### config.mk
export PLATFORM = sky130hd
export DESIGN_NAME = task_deadline_tick_unit
export DESIGN_NICKNAME = d
export VERILOG_FILES = /design/src/sv/tdtu_pkg.sv /design/src/sv/tdtu_front.sv /design/src/sv/tdtu_back.sv /design/src/sv/task_deadline_tick_unit.sv
export SDC_FILE = /design/constraint.sdc
export NUM_CORES = 1
export LEC_CHECK = 0
export ABC_AREA = 0
export CAP_MARGIN = 20
export CELL_PAD_IN_SITES_DETAIL_PLACEMENT = 0
export CELL_PAD_IN_SITES_GLOBAL_PLACEMENT = 1
export CORE_ASPECT_RATIO = 1.25
export CORE_MARGIN = 4
export CORE_UTILIZATION = 55
export DETAILED_ROUTE_END_ITERATION = 16
export DONT_BUFFER_PORTS = 1
export GPL_ROUTABILITY_DRIVEN = 0
export GPL_TIMING_DRIVEN = 1
export PLACE_DENSITY_LB_ADDON = 0.1
export SKIP_CTS_REPAIR_TIMING = 1
export SLEW_MARGIN = 30
export SYNTH_ARGS = -nofsm -noshare
export SYNTH_HDL_FRONTEND = slang
export SYNTH_SLANG_ARGS = --single-unit
### constraint.sdc
create_clock -name clk -period 8.8 [get_ports clk]
set_input_delay 1.76 -clock clk [delete_from_list [all_inputs] [get_ports clk]]
set_output_delay 1.76 -clock clk [all_outputs]
set_load 0.1 [all_outputs]
### src/sv/tdtu_pkg.sv
`default_nettype none

package tdtu_pkg;

    localparam int TASK_COUNT  = 16;
    localparam int TIME_BITS   = 16;
    localparam int IDX_W       = $clog2(TASK_COUNT);
    localparam int QUEUE_DEPTH = 2;
    localparam int QPTR_W      = $clog2(QUEUE_DEPTH);

    // Input modes.
    localparam logic [1:0] MODE_TICK  = 2'd0;
    localparam logic [1:0] MODE_WRITE = 2'd1;
    localparam logic [1:0] MODE_READ  = 2'd2;

    // Task states.
    localparam logic [1:0] ST_READY    = 2'd0;
    localparam logic [1:0] ST_RUNNING  = 2'd1;
    localparam logic [1:0] ST_SLEEPING = 2'd2;

    // Operations queued from the front to the back.
    localparam logic [1:0] OP_EMPTY = 2'd0;
    localparam logic [1:0] OP_WRITE = 2'd1;
    localparam logic [1:0] OP_READ  = 2'd2;
    localparam logic [1:0] OP_TICK  = 2'd3;

    typedef logic [TIME_BITS-1:0] time_t;
    typedef logic [IDX_W-1:0]     addr_t;

    typedef struct packed {
        logic       used;
        logic [1:0] state;
        time_t      sleep;
        time_t      deadline;
        time_t      remaining;
    } entry_t;

    typedef struct packed {
        logic [1:0] op;
        logic [3:0] idx;
        entry_t     entry;
    } cmd_t;

    typedef struct packed {
        logic [3:0]  task_id;
        logic        woken;
        logic [1:0]  state;
        logic [15:0] remaining;
        logic [15:0] sleep;
        logic        preempt;
        logic        last;
    } result_t;

    function automatic time_t time_from16(input logic [15:0] v);
        return TIME_BITS'(v);
    endfunction

    function automatic logic [15:0] time_to16(input time_t t);
        logic [31:0] w;
        w = 32'(t);
        return w[15:0];
    endfunction

    function automatic logic idx_in_range(input logic [3:0] idx);
        logic [31:0] w;
        w = {28'd0, idx};
        return w < 32'(TASK_COUNT);
    endfunction

endpackage

`default_nettype wire

### src/sv/tdtu_front.sv
`default_nettype none

module tdtu_front (
    input  wire logic               clk,
    input  wire logic               rst_n,
    input  wire logic               item_valid,
    output logic                    item_stall,
    input  wire logic [1:0]         mode,
    input  wire logic [3:0]         task_index,
    input  wire logic               current_valid,
    input  wire logic               entry_used,
    input  wire logic [1:0]         entry_state,
    input  wire logic [15:0]        entry_sleep,
    input  wire logic [15:0]        entry_deadline,
    input  wire logic [15:0]        entry_remaining,
    input  wire logic               cfg_valid,
    input  wire logic               cfg_data,
    output logic                    cmd_valid,
    output tdtu_pkg::cmd_t          cmd,
    input  wire logic               cmd_pop
);

    logic                        kernel_running_reg;
    tdtu_pkg::cmd_t              q_reg [tdtu_pkg::QUEUE_DEPTH];
    logic [tdtu_pkg::QPTR_W-1:0] wr_ptr_reg, wr_ptr_next;
    logic [tdtu_pkg::QPTR_W-1:0] rd_ptr_reg, rd_ptr_next;
    logic [tdtu_pkg::QPTR_W:0]   count_reg, count_next;
    logic                        push;
    logic                        in_range;
    tdtu_pkg::cmd_t              cls;

    assign in_range = tdtu_pkg::idx_in_range(task_index);

    // Classify the item; an ignored tick, an out-of-range index or an unknown mode becomes an empty op.
    always_comb
    begin
        cls.idx             = task_index;
        cls.entry.used      = entry_used;
        cls.entry.state     = entry_state;
        cls.entry.sleep     = tdtu_pkg::time_from16(entry_sleep);
        cls.entry.deadline  = tdtu_pkg::time_from16(entry_deadline);
        cls.entry.remaining = tdtu_pkg::time_from16(entry_remaining);
        case (mode)
            tdtu_pkg::MODE_TICK:
            begin
                if (kernel_running_reg && current_valid && in_range)
                    cls.op = tdtu_pkg::OP_TICK;
                else
                    cls.op = tdtu_pkg::OP_EMPTY;
            end
            tdtu_pkg::MODE_WRITE:
                cls.op = in_range ? tdtu_pkg::OP_WRITE : tdtu_pkg::OP_EMPTY;
            tdtu_pkg::MODE_READ:
                cls.op = in_range ? tdtu_pkg::OP_READ : tdtu_pkg::OP_EMPTY;
            default:
                cls.op = tdtu_pkg::OP_EMPTY;
        endcase
    end

    assign item_stall = (count_reg == (tdtu_pkg::QPTR_W + 1)'(tdtu_pkg::QUEUE_DEPTH));
    assign push       = item_valid && !item_stall;
    assign cmd_valid  = (count_reg != '0);
    assign cmd        = q_reg[rd_ptr_reg];

    always_comb
    begin
        wr_ptr_next = wr_ptr_reg;
        rd_ptr_next = rd_ptr_reg;
        count_next  = count_reg;
        if (push)
        begin
            if (wr_ptr_reg == tdtu_pkg::QPTR_W'(tdtu_pkg::QUEUE_DEPTH - 1))
                wr_ptr_next = '0;
            else
                wr_ptr_next = wr_ptr_reg + 1'b1;
        end
        if (cmd_pop)
        begin
            if (rd_ptr_reg == tdtu_pkg::QPTR_W'(tdtu_pkg::QUEUE_DEPTH - 1))
                rd_ptr_next = '0;
            else
                rd_ptr_next = rd_ptr_reg + 1'b1;
        end
        if (push && !cmd_pop)
            count_next = count_reg + 1'b1;
        else if (!push && cmd_pop)
            count_next = count_reg - 1'b1;
    end

    always_ff @(posedge clk or negedge rst_n)
    begin
        if (!rst_n)
        begin
            kernel_running_reg <= 1'b0;
            wr_ptr_reg         <= '0;
            rd_ptr_reg         <= '0;
            count_reg          <= '0;
        end
        else
        begin
            if (cfg_valid)
                kernel_running_reg <= cfg_data;
            wr_ptr_reg <= wr_ptr_next;
            rd_ptr_reg <= rd_ptr_next;
            count_reg  <= count_next;
        end
    end

    always_ff @(posedge clk)
    begin
        if (push)
            q_reg[wr_ptr_reg] <= cls;
    end

endmodule

`default_nettype wire

### src/sv/tdtu_back.sv
`default_nettype none

module tdtu_back (
    input  wire logic            clk,
    input  wire logic            rst_n,
    input  wire logic            cmd_valid,
    input  wire tdtu_pkg::cmd_t  cmd,
    output logic                 cmd_pop,
    output logic                 res_valid,
    output tdtu_pkg::result_t    res,
    input  wire logic            res_stall
);

    localparam logic [2:0] S_IDLE  = 3'd0;
    localparam logic [2:0] S_READ  = 3'd1;
    localparam logic [2:0] S_WALK  = 3'd2;
    localparam logic [2:0] S_CURRD = 3'd3;
    localparam logic [2:0] S_FINAL = 3'd4;

    localparam tdtu_pkg::addr_t LAST_ADDR = tdtu_pkg::IDX_W'(tdtu_pkg::TASK_COUNT - 1);

    // Task table: one write and one registered read per cycle.
    tdtu_pkg::entry_t                mem [tdtu_pkg::TASK_COUNT];
    logic [tdtu_pkg::TASK_COUNT-1:0] vld_reg;
    tdtu_pkg::entry_t                rd_data_reg;
    logic                            rd_vld_reg;
    tdtu_pkg::entry_t                rd_entry;

    logic                   mem_we, mem_re;
    tdtu_pkg::addr_t        mem_waddr, mem_raddr;
    tdtu_pkg::entry_t       mem_wdata;

    logic [2:0]             state_reg, state_next;
    tdtu_pkg::addr_t        walk_reg, walk_next;
    tdtu_pkg::addr_t        cur_reg, cur_next;
    logic [3:0]             cur_id_reg, cur_id_next;
    logic                   have_reg, have_next;
    tdtu_pkg::time_t        soonest_reg, soonest_next;
    logic                   preempt_reg, preempt_next;

    logic                   out_valid_reg;
    tdtu_pkg::result_t      out_reg;
    logic                   out_free;
    logic                   out_load;
    tdtu_pkg::result_t      out_next;

    tdtu_pkg::entry_t       upd;
    logic                   wake, expire, report;
    tdtu_pkg::entry_t       fin;
    logic                   wake_preempt;

    assign rd_entry  = rd_vld_reg ? rd_data_reg : '0;
    assign out_free  = !out_valid_reg || !res_stall;
    assign res_valid = out_valid_reg;
    assign res       = out_reg;

    // Tick update of the entry under the walk pointer.
    always_comb
    begin
        upd    = rd_entry;
        wake   = 1'b0;
        expire = 1'b0;
        if (rd_entry.used)
        begin
            if (rd_entry.state == tdtu_pkg::ST_SLEEPING)
            begin
                if (rd_entry.sleep != '0)
                    upd.sleep = rd_entry.sleep - 1'b1;
                if (upd.sleep == '0)
                begin
                    upd.state     = tdtu_pkg::ST_READY;
                    upd.remaining = rd_entry.deadline;
                    wake          = 1'b1;
                end
            end
            else if (rd_entry.state inside {tdtu_pkg::ST_READY, tdtu_pkg::ST_RUNNING})
            begin
                if (rd_entry.remaining != '0)
                    upd.remaining = rd_entry.remaining - 1'b1;
                if (upd.remaining == '0 && rd_entry.state == tdtu_pkg::ST_RUNNING)
                begin
                    upd.remaining = rd_entry.deadline;
                    if (walk_reg != '0)
                        upd.state = tdtu_pkg::ST_READY;
                    expire = 1'b1;
                end
            end
        end
        report = wake && (walk_reg != cur_reg);
    end

    // Final decision on the current task, read back after the walk.
    always_comb
    begin
        fin          = rd_entry;
        wake_preempt = have_reg && (cur_reg == '0 || soonest_reg < rd_entry.remaining);
        if (wake_preempt && rd_entry.state == tdtu_pkg::ST_RUNNING && cur_reg != '0)
            fin.state = tdtu_pkg::ST_READY;
    end

    always_comb
    begin
        state_next   = state_reg;
        walk_next    = walk_reg;
        cur_next     = cur_reg;
        cur_id_next  = cur_id_reg;
        have_next    = have_reg;
        soonest_next = soonest_reg;
        preempt_next = preempt_reg;
        cmd_pop      = 1'b0;
        mem_we       = 1'b0;
        mem_waddr    = walk_reg;
        mem_wdata    = upd;
        mem_re       = 1'b0;
        mem_raddr    = walk_reg;
        out_load     = 1'b0;
        out_next     = '0;

        case (state_reg)
            S_IDLE:
            begin
                if (cmd_valid)
                begin
                    case (cmd.op)
                        tdtu_pkg::OP_TICK:
                        begin
                            cmd_pop      = 1'b1;
                            mem_re       = 1'b1;
                            mem_raddr    = '0;
                            walk_next    = '0;
                            cur_next     = tdtu_pkg::IDX_W'(cmd.idx);
                            cur_id_next  = cmd.idx;
                            have_next    = 1'b0;
                            soonest_next = '0;
                            preempt_next = 1'b0;
                            state_next   = S_WALK;
                        end
                        tdtu_pkg::OP_READ:
                        begin
                            cmd_pop     = 1'b1;
                            mem_re      = 1'b1;
                            mem_raddr   = tdtu_pkg::IDX_W'(cmd.idx);
                            cur_id_next = cmd.idx;
                            state_next  = S_READ;
                        end
                        tdtu_pkg::OP_WRITE:
                        begin
                            if (out_free)
                            begin
                                cmd_pop          = 1'b1;
                                mem_we           = 1'b1;
                                mem_waddr        = tdtu_pkg::IDX_W'(cmd.idx);
                                mem_wdata        = cmd.entry;
                                out_load         = 1'b1;
                                out_next.task_id = cmd.idx;
                                out_next.last    = 1'b1;
                            end
                        end
                        default:
                        begin
                            if (out_free)
                            begin
                                cmd_pop          = 1'b1;
                                out_load         = 1'b1;
                                out_next.task_id = cmd.idx;
                                out_next.last    = 1'b1;
                            end
                        end
                    endcase
                end
            end

            S_READ:
            begin
                if (out_free)
                begin
                    out_load           = 1'b1;
                    out_next.task_id   = cur_id_reg;
                    out_next.state     = rd_entry.state;
                    out_next.remaining = tdtu_pkg::time_to16(rd_entry.remaining);
                    out_next.sleep     = tdtu_pkg::time_to16(rd_entry.sleep);
                    out_next.last      = 1'b1;
                    state_next         = S_IDLE;
                end
            end

            S_WALK:
            begin
                // A woken task other than the current one holds the walk until the output register frees.
                if (!report || out_free)
                begin
                    mem_we    = rd_entry.used;
                    mem_waddr = walk_reg;
                    mem_wdata = upd;
                    if (report)
                    begin
                        out_load           = 1'b1;
                        out_next.task_id   = 4'(walk_reg);
                        out_next.woken     = 1'b1;
                        out_next.state     = upd.state;
                        out_next.remaining = tdtu_pkg::time_to16(upd.remaining);
                        out_next.sleep     = tdtu_pkg::time_to16(upd.sleep);
                        have_next          = 1'b1;
                        if (!have_reg || upd.remaining < soonest_reg)
                            soonest_next = upd.remaining;
                    end
                    if (expire)
                        preempt_next = 1'b1;
                    if (walk_reg == LAST_ADDR)
                        state_next = S_CURRD;
                    else
                    begin
                        walk_next = walk_reg + 1'b1;
                        mem_re    = 1'b1;
                        mem_raddr = walk_reg + 1'b1;
                    end
                end
            end

            S_CURRD:
            begin
                mem_re     = 1'b1;
                mem_raddr  = cur_reg;
                state_next = S_FINAL;
            end

            S_FINAL:
            begin
                if (out_free)
                begin
                    if (fin.state != rd_entry.state)
                    begin
                        mem_we    = 1'b1;
                        mem_waddr = cur_reg;
                        mem_wdata = fin;
                    end
                    out_load           = 1'b1;
                    out_next.task_id   = cur_id_reg;
                    out_next.state     = fin.state;
                    out_next.remaining = tdtu_pkg::time_to16(fin.remaining);
                    out_next.sleep     = tdtu_pkg::time_to16(fin.sleep);
                    out_next.preempt   = preempt_reg || wake_preempt;
                    out_next.last      = 1'b1;
                    state_next         = S_IDLE;
                end
            end

            default:
                state_next = S_IDLE;
        endcase
    end

    always_ff @(posedge clk or negedge rst_n)
    begin
        if (!rst_n)
        begin
            state_reg     <= S_IDLE;
            walk_reg      <= '0;
            cur_reg       <= '0;
            cur_id_reg    <= '0;
            have_reg      <= 1'b0;
            soonest_reg   <= '0;
            preempt_reg   <= 1'b0;
            vld_reg       <= '0;
            rd_vld_reg    <= 1'b0;
            out_valid_reg <= 1'b0;
        end
        else
        begin
            state_reg   <= state_next;
            walk_reg    <= walk_next;
            cur_reg     <= cur_next;
            cur_id_reg  <= cur_id_next;
            have_reg    <= have_next;
            soonest_reg <= soonest_next;
            preempt_reg <= preempt_next;
            if (mem_we)
                vld_reg[mem_waddr] <= 1'b1;
            if (mem_re)
                rd_vld_reg <= vld_reg[mem_raddr];
            if (out_load)
                out_valid_reg <= 1'b1;
            else if (!res_stall)
                out_valid_reg <= 1'b0;
        end
    end

    always_ff @(posedge clk)
    begin
        if (mem_we)
            mem[mem_waddr] <= mem_wdata;
        if (mem_re)
            rd_data_reg <= mem[mem_raddr];
        if (out_load)
            out_reg <= out_next;
    end

endmodule

`default_nettype wire

### src/sv/task_deadline_tick_unit.sv
// Task deadline tick unit: a table of task entries walked once per tick.
// Input channel (item_valid / item_stall) carries a mode and its fields:
// a tick, an entry write or an entry read. Items go into a two-deep queue,
// so up to two may be taken while the table is busy.
// Output channel (result_valid / result_stall) gives one result for a
// write, a read or an ignored tick, and for a tick one result per woken
// task other than the current one, then a final result; last marks the
// final result of each item and preempt_request is only set there.
// The configuration channel (cfg_valid / cfg_ready / cfg_data) sets
// kernel_running; it is always ready and should be written while idle.
// A write or empty item is registered in the queue, then in the output
// register; a read also passes the table's registered read. A tick walks
// the table one entry per cycle via its single read port, unless a stalled
// woken report holds it, and rereads the current task for the final decision.
// A stalled output holds its result and pauses the walk at the next woken
// task other than the current one; the queue then fills and item_stall rises.
// Reset clears kernel_running, the queue and every entry to free/zero.
`default_nettype none

module task_deadline_tick_unit (
    input  wire logic        clk,
    input  wire logic        rst_n,
    input  wire logic        item_valid,
    output logic             item_stall,
    input  wire logic [1:0]  mode,
    input  wire logic [3:0]  task_index,
    input  wire logic        current_valid,
    input  wire logic        entry_used,
    input  wire logic [1:0]  entry_state,
    input  wire logic [15:0] entry_sleep,
    input  wire logic [15:0] entry_deadline,
    input  wire logic [15:0] entry_remaining,
    input  wire logic        cfg_valid,
    output logic             cfg_ready,
    input  wire logic        cfg_data,
    output logic             result_valid,
    input  wire logic        result_stall,
    output logic [3:0]       task_id,
    output logic             woken,
    output logic [1:0]       task_state,
    output logic [15:0]      task_remaining,
    output logic [15:0]      task_sleep,
    output logic             preempt_request,
    output logic             last
);

    logic                 cmd_valid;
    logic                 cmd_pop;
    tdtu_pkg::cmd_t       cmd;
    tdtu_pkg::result_t    res;

    assign cfg_ready = 1'b1;

    tdtu_front u_front (
        .clk             (clk),
        .rst_n           (rst_n),
        .item_valid      (item_valid),
        .item_stall      (item_stall),
        .mode            (mode),
        .task_index      (task_index),
        .current_valid   (current_valid),
        .entry_used      (entry_used),
        .entry_state     (entry_state),
        .entry_sleep     (entry_sleep),
        .entry_deadline  (entry_deadline),
        .entry_remaining (entry_remaining),
        .cfg_valid       (cfg_valid),
        .cfg_data        (cfg_data),
        .cmd_valid       (cmd_valid),
        .cmd             (cmd),
        .cmd_pop         (cmd_pop)
    );

    tdtu_back u_back (
        .clk       (clk),
        .rst_n     (rst_n),
        .cmd_valid (cmd_valid),
        .cmd       (cmd),
        .cmd_pop   (cmd_pop),
        .res_valid (result_valid),
        .res       (res),
        .res_stall (result_stall)
    );

    assign task_id         = res.task_id;
    assign woken           = res.woken;
    assign task_state      = res.state;
    assign task_remaining  = res.remaining;
    assign task_sleep      = res.sleep;
    assign preempt_request = res.preempt;
    assign last            = res.last;

    // Preemption is only decided on the final result of a tick.
    a_preempt_on_last: assert property (@(posedge clk) disable iff (!rst_n)
        result_valid && preempt_request |-> last)
        else $error("preempt_request on a result that is not last");

    // A woken report never closes an item.
    a_woken_not_last: assert property (@(posedge clk) disable iff (!rst_n)
        result_valid && woken |-> !last)
        else $error("woken result marked last");

    // A woken task has just been made ready with its sleep count spent.
    a_woken_ready: assert property (@(posedge clk) disable iff (!rst_n)
        result_valid && woken |-> task_state == tdtu_pkg::ST_READY && task_sleep == 16'd0)
        else $error("woken task is not ready with zero sleep");

endmodule

`default_nettype wire
==> reports/qor.csv <==
metric;value;unit
via_per_inst;6.24;
drive_above_1_share;0.103;
synth_edf_count;1022;
cts_tree;done;
hpwlAfterDp;76000;µm
yosysTopAreaCellShare;0.663;
synth.yosys.seq_area_share;0.693;
finalNonFillerCells;4079;
fillers;6061;
finalClockSkew;43.6;ps
antenna_found_initial;0;
relSlewSlack;0.296;
final_util;0.618;
fp.dieW;267;µm
avgSynthCellArea;16.0;µm²
cap_violations;0;
routed_wl;118000;µm
drc;0;
synth_cell_types;85;
use_met3;0.0370;
largest_reg_flops;816;
start_util;0.557;
clk_pin_slew;60;ps
ys_ff_latch;1078;
async_reset_ff_frac;0.0519;
fin_crit_sh;0.728;
root_buffer;clkbuf_16;
cts_buffer_depth;3;
grt_pass1_vias;25422;
use_met1;0.349;
dpl.cell_count;3890;
synth_cells;2900;
crit_type;register to register;
tightest_slew;1060;ps
rows;118;
hold_path.class;register to register;
synth_area;46300;µm²
cts_buffers;101;
grt_max_degree;115;
detail_route.wl_per_cell;28.8;µm
arrival;6950;ps
reg2reg_from;u_back.rd_vld_reg$_DFFE_PN0P_;
cp-startpoint;u_back.rd_vld_reg$_DFFE_PN0P_;
start_kind;register;
synth.area.top_cells;edfxtp_1 (66%), mux2i_1 (18%), dfrtp_1 (3.0%);
grt_pass1_wl;171000;µm
synth.net_count;2999;
netlist_top_cells_count;edfxtp_1 (1022), mux2i_1 (851), nand2_1 (118);
port-buffer-count;0;
cp-end-kind;register;
cts.sinks;1078;
grt.busiest_layer;met2;
core-area;83100;µm²
grt_overflow;0;
fmax;0.156;GHz
die-area;88900;µm²
worstSkewPairLatency;690;ps
required;9340;ps
maxSlewViolCount;0;
synth_top_cell_by_area;edfxtp_1;
drtAntennaViolNets;0;
fin_nets;3013;
first_pass_iters;6;
area.growth.synth_to_final;11.0;%
chipHeight;332;µm
hold_violations;0;
cts-htree-levels;3;
grt_util_met2;0.448;
min_period;6410;ps
yosys_warnings;0;
drtIter0Drc;2562;
setup_viol;0;
yosysMostFrequentCell;edfxtp_1;
status;complete, no violations;
ios;108;
vias;25473;
min-delay-start;u_back.vld_reg[12]$_DFFE_PN0P_;
rsz0062_at_grt;false;
synthFlopType;edfxtp_1;
whs;479;ps
grt_usage;0.261;
tns;0;ps
critPathMaxFanout;60;
layout by cell type (no fill, tap or decap), types with 7 or more instances in the layout:
cell | netlist | final
a211oi_1 | 11 | 10
a21o_1 | 7 | 7
a21oi_1 | 68 | 66
a31oi_1 | 12 | 12
and2_1 | 8 | 8
and3_1 | 19 | 18
buf_12 | 0 | 7
buf_16 | 0 | 9
buf_4 | 8 | 52
bufinv_16 | 0 | 8
clkbuf_1 | 64 | 16
clkbuf_16 | 0 | 103
clkinv_1 | 0 | 24
clkinv_2 | 0 | 16
clkinvlp_4 | 0 | 9
dfrtp_1 | 56 | 54
edfxtp_1 | 1022 | 1022
ha_1 | 35 | 35
inv_1 | 44 | 44
mux2_2 | 7 | 7
mux2i_1 | 851 | 851
nand2_1 | 118 | 118
nand2b_1 | 12 | 12
nand3_1 | 41 | 40
nand4_1 | 13 | 13
nor2_1 | 88 | 71
nor2_4 | 0 | 17
nor3_1 | 26 | 22
nor4_1 | 14 | 14
o21ai_0 | 74 | 57
o21ai_2 | 0 | 15
o21bai_1 | 17 | 17
o221ai_1 | 22 | 9
o221ai_2 | 0 | 12
o22ai_1 | 22 | 17
xnor2_1 | 20 | 20
area by class of cell:
class | count | area (µm²) | share of cell area
Tap cell | 1080 | 1350 | 0.0263
Clock buffer | 121 | 2670 | 0.0519
Antenna cell | 1 | 2.50 | 0.0000487
Inverter | 45 | 174 | 0.00338
Timing Repair Buffer | 71 | 812 | 0.0158
Clock inverter | 66 | 574 | 0.0112
Multi-Input combinational cell | 1617 | 13700 | 0.267
Sequential cell | 1078 | 32100 | 0.625
critical path, stage by stage (launching register included):
cell      delay, ps
dfrtp_4         700
nand2_1         290
ha_1            430
nand3_1         230
nor3b_2         460
o21ai_0         160
nor4_1          430
and4_1          730
nand2_1         110
a31o_2          250
a21oi_1         340
ha_1            330
a21oi_1         140
nor2b_1          60
o21ai_0         140
nand2b_1         70
a21oi_1         160
nor2b_1          60
o21ai_0         150
nand2b_1         90
a211oi_2        280
a21oi_4         230
mux2_1          370
worst paths after layout:
path	endpoint	slack (ps)	cells past startpoint
min in group asynchronous	u_back.soonest_reg[5]$_DFFE_PN0P_	770	0
max in group asynchronous	u_back.vld_reg[2]$_DFFE_PN0P_	7890	0
hold / removal	u_back.vld_reg[12]$_DFFE_PN0P_	480	1
setup reg to reg	u_back.soonest_reg[2]$_DFFE_PN0P_	2390	22
setup / recovery	u_back.soonest_reg[2]$_DFFE_PN0P_	2390	22
hold reg to reg	u_back.vld_reg[12]$_DFFE_PN0P_	480	1
metrics by stage:
step           instance area, µm²  setup WS [ps]
2_1_floorplan               46300           2080
3_3_place_gp                47700           2510
3_5_place_dp                48100           2440
4_1_cts                     51300           2490
5_1_grt                     51400           1960
6_report                    51400           2390
metal layers:
layer	part of all wire	routed length (µm)	up-vias
met1	0.41	48200	13055
met3	0.052	6140	229
met5	0	0	-
li1	-	-	11346
met4	0.031	3670	0
met2	0.51	59600	843
logic make-up (layout without fill, tap and decap cells):
family | count (synthesis) | count (layout) | synth area share
other | 1 | 2 | 0.0000810
adder cells (fa/ha/maj) | 35 | 35 | 0.00946
AND/OR/NAND/NOR | 383 | 383 | 0.0404
buffers and inverters | 205 | 303 | 0.0195
AO/OA/AOI/OAI | 312 | 312 | 0.0462
flip-flops | 1078 | 1078 | 0.693
XOR/XNOR | 24 | 24 | 0.00454
multiplexers | 862 | 862 | 0.187
Power is not shown: default switching activity piles up to over one toggle a cycle in this logic, so the estimate is an artifact.
